## config.mk

```make
export PLATFORM = sky130hd
export DESIGN_NAME = ratio_list_combiner_unit
export DESIGN_NICKNAME = d
export VERILOG_FILES = /design/src/rlc_pkg.sv /design/src/ratio_list_combiner_unit.sv
export VERILOG_INCLUDE_DIRS = /design/src /design/src/src
export SDC_FILE = /design/constraint.sdc
export NUM_CORES = 2
export LEC_CHECK = 0
export ABC_AREA = 1
export CAP_MARGIN = 40
export CORE_UTILIZATION = 52
export CTS_BUF_LIST = sky130_fd_sc_hd__clkbuf_4
export DETAILED_ROUTE_END_ITERATION = 6
export DONT_BUFFER_PORTS = 1
export GPL_ROUTABILITY_DRIVEN = 0
export PLACE_DENSITY = 0.7
export SLEW_MARGIN = 40
export SYNTH_ARGS = -nofsm -noshare
export SYNTH_HDL_FRONTEND = slang
export SYNTH_SLANG_ARGS = --single-unit
```

## constraint.sdc

```tcl
create_clock -name aclk -period 10.45 [get_ports aclk]
set_input_delay 2.09 -clock aclk [delete_from_list [all_inputs] [get_ports aclk]]
set_output_delay 2.09 -clock aclk [all_outputs]
set_load 0.02 [all_outputs]
```

## src/ratio_list_combiner_unit_defines.svh

```systemverilog
// ----------------------------------------------------------------------------
// ratio_list_combiner_unit_defines
// Assertion macros used by the ratio list combiner RTL.
// ----------------------------------------------------------------------------
`ifndef RATIO_LIST_COMBINER_UNIT_DEFINES_SVH
`define RATIO_LIST_COMBINER_UNIT_DEFINES_SVH

// pre in one cycle implies post in the next
`define RLC_ASSERT_NEXT(lbl, clk, rstn, pre, post, msg) \
    lbl: assert property (@(posedge clk) disable iff (!(rstn)) (pre) |=> (post)) \
        else $error(msg);

// pre implies post in the same cycle
`define RLC_ASSERT_SAME(lbl, clk, rstn, pre, post, msg) \
    lbl: assert property (@(posedge clk) disable iff (!(rstn)) (pre) |-> (post)) \
        else $error(msg);

`endif

```

## src/rlc_pkg.sv

```systemverilog
// ----------------------------------------------------------------------------
// rlc_pkg
// Shared constants and types of the ratio list combiner.
// ----------------------------------------------------------------------------
`default_nettype none

package rlc_pkg;

    localparam int RATIO_FRAC_BITS_DEFAULT = 16;
    localparam int MODE_WIDTH = 3;

    typedef enum logic [MODE_WIDTH-1:0] {
        MODE_NORMAL   = 3'd0,
        MODE_MAX      = 3'd1,
        MODE_MIN      = 3'd2,
        MODE_SUM      = 3'd3,
        MODE_ABS_DIFF = 3'd4,
        MODE_DIFF     = 3'd5,
        MODE_PRODUCT  = 3'd6
    } mode_t;

endpackage

`default_nettype wire

```

## src/ratio_list_combiner_unit.sv

```systemverilog
// A request that ends its list is staged in the input registers; its result is then
// registered onto m_*. One request per cycle unless a staged list end waits on a
// stalled m_*; folding the staged request into the running register (add, compare or
// one multiply) is combinational. Reset: synchronous, active low; clears the list
// state, both pipeline valids and sets the mode to normal. No clearing pass.
// ----------------------------------------------------------------------------
// ratio_list_combiner_unit
// Folds a stream of signed fixed-point ratios into one combined ratio per list.
// ----------------------------------------------------------------------------
`default_nettype none
`include "ratio_list_combiner_unit_defines.svh"

module ratio_list_combiner_unit #(
    parameter int RATIO_FRAC_BITS = rlc_pkg::RATIO_FRAC_BITS_DEFAULT,
    localparam int W = RATIO_FRAC_BITS + 5
) (
    input  wire logic                          aclk,
    input  wire logic                          aresetn,
    input  wire logic                          cfg_valid,
    output logic                               cfg_ready,
    input  wire logic [rlc_pkg::MODE_WIDTH-1:0] cfg_composition_mode,
    input  wire logic                          s_valid,
    output logic                               s_ready,
    input  wire logic signed [W-1:0]           s_ratio,
    input  wire logic                          s_last,
    input  wire logic                          s_empty_req,
    output logic                               m_valid,
    input  wire logic                          m_ready,
    output logic signed [W-1:0]                m_combined,
    output logic                               m_saturated
);

    localparam int F  = RATIO_FRAC_BITS;
    localparam int PW = 2 * W + 1;
    localparam int QW = PW - F;

    localparam logic signed [W-1:0]   RATIO_ONE = {{(W-F-1){1'b0}}, 1'b1, {F{1'b0}}};
    localparam logic signed [W+1:0]   WIDE_MAX  = {3'b000, {(W-1){1'b1}}};
    localparam logic signed [W+1:0]   WIDE_MIN  = {3'b111, {(W-1){1'b0}}};
    localparam logic [PW-1:0]         HALF      = PW'(1) << (F - 1);
    localparam logic [QW-1:0]         LIMIT_NEG = QW'(1) << (W - 1);
    localparam logic [QW-1:0]         LIMIT_POS = LIMIT_NEG - QW'(1);

    rlc_pkg::mode_t           mode_reg;
    logic                     in_valid_reg;
    logic signed [W-1:0]      in_ratio_reg;
    logic                     in_last_reg;
    logic                     in_empty_reg;
    logic signed [W-1:0]      running_reg;
    logic                     first_reg;
    logic                     clip_reg;
    logic                     out_valid_reg;
    logic signed [W-1:0]      out_combined_reg;
    logic                     out_saturated_reg;

    logic                     emits;
    logic                     advance;
    logic                     s_accept;

    logic signed [W+1:0]      rx;
    logic signed [W+1:0]      vx;
    logic signed [W+1:0]      diff_w;
    logic signed [W+1:0]      wide_sel;
    logic signed [W-1:0]      base;
    logic signed [W-1:0]      fold_next;
    logic                     clip_step;
    logic                     clip_next;
    logic signed [W-1:0]      final_val;

    logic [W-1:0]             mag_a;
    logic [W-1:0]             mag_b;
    logic                     prod_neg;
    logic [2*W-1:0]           prod;
    logic [PW-1:0]            rounded;
    logic [QW-1:0]            quot;
    logic                     prod_clip;
    logic signed [W-1:0]      prod_val;

    // product: exact magnitude multiply, round half away from zero, saturate
    always_comb begin
        mag_a    = running_reg[W-1] ? W'(-running_reg) : W'(running_reg);
        mag_b    = in_ratio_reg[W-1] ? W'(-in_ratio_reg) : W'(in_ratio_reg);
        prod_neg = running_reg[W-1] ^ in_ratio_reg[W-1];
        prod     = mag_a * mag_b;
        rounded  = {1'b0, prod} + HALF;
        quot     = rounded[PW-1:F];
        prod_clip = prod_neg ? (quot > LIMIT_NEG) : (quot > LIMIT_POS);
        if (prod_clip) begin
            prod_val = prod_neg ? WIDE_MIN[W-1:0] : WIDE_MAX[W-1:0];
        end else begin
            prod_val = prod_neg ? -$signed(quot[W-1:0]) : $signed(quot[W-1:0]);
        end
    end

    always_comb begin
        rx       = {{2{in_ratio_reg[W-1]}}, in_ratio_reg};
        vx       = {{2{running_reg[W-1]}}, running_reg};
        diff_w   = rx - vx;
        base     = running_reg;
        wide_sel = rx;
        clip_step = 1'b0;
        case (mode_reg)
            rlc_pkg::MODE_MAX: begin
                base     = first_reg ? -RATIO_ONE : running_reg;
                wide_sel = (in_ratio_reg > base) ? rx : {{2{base[W-1]}}, base};
            end
            rlc_pkg::MODE_MIN: begin
                base     = first_reg ? RATIO_ONE : running_reg;
                wide_sel = (in_ratio_reg < base) ? rx : {{2{base[W-1]}}, base};
            end
            rlc_pkg::MODE_SUM: begin
                wide_sel = first_reg ? rx : rx + vx;
            end
            rlc_pkg::MODE_ABS_DIFF: begin
                wide_sel = first_reg ? rx : (diff_w[W+1] ? -diff_w : diff_w);
            end
            rlc_pkg::MODE_DIFF: begin
                wide_sel = first_reg ? rx : diff_w;
            end
            rlc_pkg::MODE_PRODUCT: begin
                wide_sel  = first_reg ? rx : {{2{prod_val[W-1]}}, prod_val};
                clip_step = !first_reg && prod_clip;
            end
            default: begin
                base = first_reg ? '0 : running_reg;
                if (!in_ratio_reg[W-1] && !base[W-1]) begin
                    wide_sel = {2'b00, (in_ratio_reg > base) ? in_ratio_reg : base};
                end else if (in_ratio_reg[W-1] && base[W-1]) begin
                    wide_sel = {2'b11, (in_ratio_reg < base) ? in_ratio_reg : base};
                end else begin
                    wide_sel = rx + {{2{base[W-1]}}, base};
                end
            end
        endcase

        if (wide_sel > WIDE_MAX) begin
            fold_next = WIDE_MAX[W-1:0];
            clip_step = 1'b1;
        end else if (wide_sel < WIDE_MIN) begin
            fold_next = WIDE_MIN[W-1:0];
            clip_step = 1'b1;
        end else begin
            fold_next = wide_sel[W-1:0];
        end
        clip_next = clip_reg | clip_step;

        final_val = fold_next;
        if (mode_reg != rlc_pkg::MODE_MAX && mode_reg != rlc_pkg::MODE_MIN &&
            mode_reg != rlc_pkg::MODE_SUM && mode_reg != rlc_pkg::MODE_ABS_DIFF &&
            mode_reg != rlc_pkg::MODE_DIFF && mode_reg != rlc_pkg::MODE_PRODUCT) begin
            if (fold_next > RATIO_ONE) begin
                final_val = RATIO_ONE;
            end else if (fold_next < -RATIO_ONE) begin
                final_val = -RATIO_ONE;
            end
        end
    end

    assign emits     = in_last_reg | in_empty_reg;
    assign advance   = in_valid_reg && (!emits || !out_valid_reg || m_ready);
    assign s_ready   = !in_valid_reg || advance;
    assign s_accept  = s_valid && s_ready;
    assign cfg_ready = 1'b1;

    always_ff @(posedge aclk) begin
        if (!aresetn) begin
            mode_reg      <= rlc_pkg::MODE_NORMAL;
            in_valid_reg  <= 1'b0;
            running_reg   <= '0;
            first_reg     <= 1'b1;
            clip_reg      <= 1'b0;
            out_valid_reg <= 1'b0;
        end else begin
            if (cfg_valid && cfg_ready) begin
                mode_reg <= rlc_pkg::mode_t'(cfg_composition_mode);
            end
            if (s_accept) begin
                in_valid_reg <= 1'b1;
            end else if (advance) begin
                in_valid_reg <= 1'b0;
            end
            if (advance) begin
                if (emits) begin
                    running_reg <= '0;
                    first_reg   <= 1'b1;
                    clip_reg    <= 1'b0;
                end else begin
                    running_reg <= fold_next;
                    first_reg   <= 1'b0;
                    clip_reg    <= clip_next;
                end
            end
            if (advance && emits) begin
                out_valid_reg <= 1'b1;
            end else if (m_ready) begin
                out_valid_reg <= 1'b0;
            end
        end
    end

    always_ff @(posedge aclk) begin
        if (s_accept) begin
            in_ratio_reg <= s_ratio;
            in_last_reg  <= s_last;
            in_empty_reg <= s_empty_req;
        end
        if (advance && emits) begin
            out_combined_reg  <= in_empty_reg ? '0 : final_val;
            out_saturated_reg <= !in_empty_reg && clip_next;
        end
    end

    assign m_valid     = out_valid_reg;
    assign m_combined  = out_combined_reg;
    assign m_saturated = out_saturated_reg;

    `RLC_ASSERT_NEXT(a_list_end_clears, aclk, aresetn, advance && emits,
        first_reg && !clip_reg && running_reg == '0, "list state not cleared after result")
    `RLC_ASSERT_NEXT(a_empty_gives_zero, aclk, aresetn, advance && in_empty_reg,
        m_valid && m_combined == '0 && !m_saturated, "empty list result not zero")
    `RLC_ASSERT_NEXT(a_normal_clamped, aclk, aresetn,
        advance && in_last_reg && mode_reg == rlc_pkg::MODE_NORMAL,
        m_combined <= RATIO_ONE && m_combined >= -RATIO_ONE, "normal result outside +-1.0")
    `RLC_ASSERT_NEXT(a_fold_clears_first, aclk, aresetn, advance && !emits,
        !first_reg, "first flag still set after a folded element")

endmodule

`default_nettype wire

```

==> metrics.md <==
| Metric | Value |
|---|---|
| I/O pin cnt | `56` |
| Min-delay worst type | `flip-flop to flip-flop` |
| Die H | `234 µm` |
| Clock Path Buffers | `2` |
| Pre-Repair DR Iteration Count | `7` |
| Worst Setup SP | `in_ratio_reg[12]` |
| Endpoints failing setup | `0` |
| Cell area after synthesis | `28000 µm²` |
| Top_reg_cell synth | `edfxtp_1` |
| Nets | `5091` |
| Skew-Pair Late Insertion Delay | `0.51 ns` |
| Fin crit share | `0.971` |
| Detailed-route DRC error count | `1` |
| CP dominant cell by count | `nand2_1` |
| DP Wirelength | `84.7 mm` |
| Ys Warns | `0` |
| LEAKAGE | `0.0166 µW` |
| Rows | `84` |
| Die X-Extent | `234 µm` |
| Grt total ovfl | `0` |
| Achievable Freq | `98.5 MHz` |
| Reg2Reg Launch Point | `in_ratio_reg[12]` |
| Layout fillers | `5114` |
| Worst R2R Path Depth | `55` |
| PwrDens | `83.6 nW/µm²` |
| IO Port Bufs | `0` |
| Post-cts hold buffer count | `0` |
| Vias | `29400` |
| CTS tree | `built` |
| Reg2Reg Capture Point | `m_combined[8]` |
| Final Skew | `0.0275 ns` |
| Average cell area after synthesis | `6.56 µm²` |
| Startpoint Class | `flip-flop` |
| Die ar. | `54800 µm²` |
| Vias per cell | `5.74` |
| Placeable Area | `52900 µm²` |
| WHS | `0.532 ns` |
| Synthesis-to-layout area growth | `12.2%` |
| Max-slew headroom | `0.442` |
| Post-Syn Instances | `4271` |
| Wire length of the first global-routing pass | `156 mm` |
| Post-synth EDFFs | `45` |
| Post-synth top cells | `nand2_1, inv_1, nor2_1` |
| Worst-path clk slew | `0.13 ns` |
| Slowest-stage cell, CP | `fa_1` |
| Status | `complete, but fails checks` |
| Worst-Margin Slew | `0.835 ns` |
| Root buffer cell | `clkbuf_4` |
| Slowest cell delay on critical path | `0.58 ns` |
| Most frequent cell after synthesis | `nand2_1` |
| Setup crit end | `m_combined[8]` |
| Pins over their slew limit | `0` |
| Library cells used by synthesis | `61` |
| H-tree depth | `3` |
| Total CTS buffers | `9` |
| Largest net degree at the start of global routing | `73` |
| Total track usage | `0.377` |
| Vias in the first global route | `28000` |
| Crit path DAT | `10.51 ns` |
| Number of routed nets with antenna violations | `0` |
| Crit-path max FO | `13` |
| Routed WL | `103 mm` |
| R2R setup slack | `0.30 ns` |
| Kind of critical path | `flip-flop to flip-flop` |
| Tot Pwr | `2630 µW` |
| Worst Setup End Kind | `flip-flop` |
| Largest area contributor in the netlist | `fa_1` |
| Period minus WS final | `10.15 ns` |
| Iter 0 DRT Violations | `3658` |
| Layout cells sized above 1 | `0.120` |
| Register area share after synthesis | `0.0683` |
| Failing checks | `DRC` |
| Clk sinks | `73` |
| VDD IR max | `108 µV` |
| Synth area leaders | `fa_1, nand2_1, inv_1, ha_1, nor2_1` |
| Max-Cap Viols | `0` |
| Post-synthesis register bit count | `73` |
| Crit path required time | `10.81 ns` |
| Initial antenna violation count | `4` |
| Top cell type's share of synthesized area | `0.260` |
| Final number of hold-violating endpoints | `0` |
| Wire per inst | `20.1 µm` |
| Initial Util | `0.530` |
| Fraction of registers with async set/reset | `0` |
| Synthesized net count | `4931` |
[cell type report]
type	count	area (µm²)	share of cell area
Timing Repair Buffer	293	2310	0.0734
Clock inverter	4	21.3	0.000677
Sequential cell	73	1910	0.0609
Inverter	921	3470	0.110
Tap cell	688	861	0.0274
Multi-Input combinational cell	3133	22700	0.724
Clock buffer	12	90.1	0.00287
Antenna cell	5	12.5	0.000398
[cell usage in the layout (no fill, tap or decap), types with 7 or more instances in the layout]
cell type / count
inv_1: 887
buf_6: 9
o21ai_0: 149
fa_1: 359
a31oi_1: 14
nand2_4: 11
a221oi_1: 9
a21o_1: 7
nand3_2: 8
nor2_2: 36
edfxtp_1: 45
nor4_1: 9
a21oi_1: 226
xor2_1: 55
buf_4: 277
a21oi_2: 21
nand3_1: 183
o21bai_1: 14
o21ai_1: 12
nand4_1: 42
nor3_1: 39
clkbuf_4: 12
dfxtp_1: 26
nor2_4: 20
o211ai_1: 46
inv_2: 20
ha_1: 249
nand3b_1: 7
nand2_2: 48
nor2_1: 448
or2_2: 10
ha_4: 12
clkinv_1: 12
nand2_1: 1021
[power breakdown]
part / internal [µW] / switching (µW)
registers: 328 / 26.2
logic: 779 / 1320
clock network: 55.3 / 116
total: 1160 / 1460
[critical path, delay by kind of cell, from the launching register on]
family          cells  cell delay [ns]
buf+inv            10             1.15
xor+xnor            1             0.15
fa+ha+maj           8             3.98
compound gates      1             0.21
simple gates       35             4.09
flops               1             0.44
[metrics by stage]
step                worst slack, ns   util  area, µm²  cells  setup TNS [ns]
CTS                         0.00910  0.575      30400   5088               0
floorplan                     0.192      -      28000   4271               0
finish                        0.299  0.594      31400   5129               0
detailed placement          -0.0231  0.573      30300   5071         -0.0694
global placement              0.159  0.573      30300   5071               0
global route                 -0.105  0.594      31400   5128           -1.17
[logic make-up after synthesis]
group,count (synthesis),share of synthesized area
XOR/XNOR,61,0.0194
adder cells (fa/ha/maj),629,0.379
other,1,0.000134
buffers and inverters,1065,0.144
AO/OA/AOI/OAI,534,0.107
flip-flops,73,0.0683
AND/OR/NAND/NOR,1908,0.282
[worst min path at each step]
stage                      from           to  slack [ns]  cells past startpoint
global placement       clip_reg     clip_reg        0.49                      2
detailed placement     clip_reg     clip_reg        0.50                      2
CTS                    clip_reg     clip_reg        0.52                      2
global route           clip_reg     clip_reg        0.55                      2
finish                 clip_reg     clip_reg        0.53                      2
floorplan           mode_reg[1]  mode_reg[1]        0.47                      2
[layer usage]
layer	GRT usage	up-vias	part of all wire
met5	0	-	0.00042
met4	0.248	6	0.084
met3	0.0886	489	0.11
met2	0.597	1734	0.44
met1	0.457	13800	0.36
li1	-	13400	-
[repair_timing]
action | 4_1_cts | 5_1_grt
gates cloned | 0 | 1
gates resized for setup | 4 | 190
buffers inserted | 1 | 34
endpoints found under the setup margin | 14 | 43
pin swaps | 0 | 54
(Power assumes the default switching activity.)
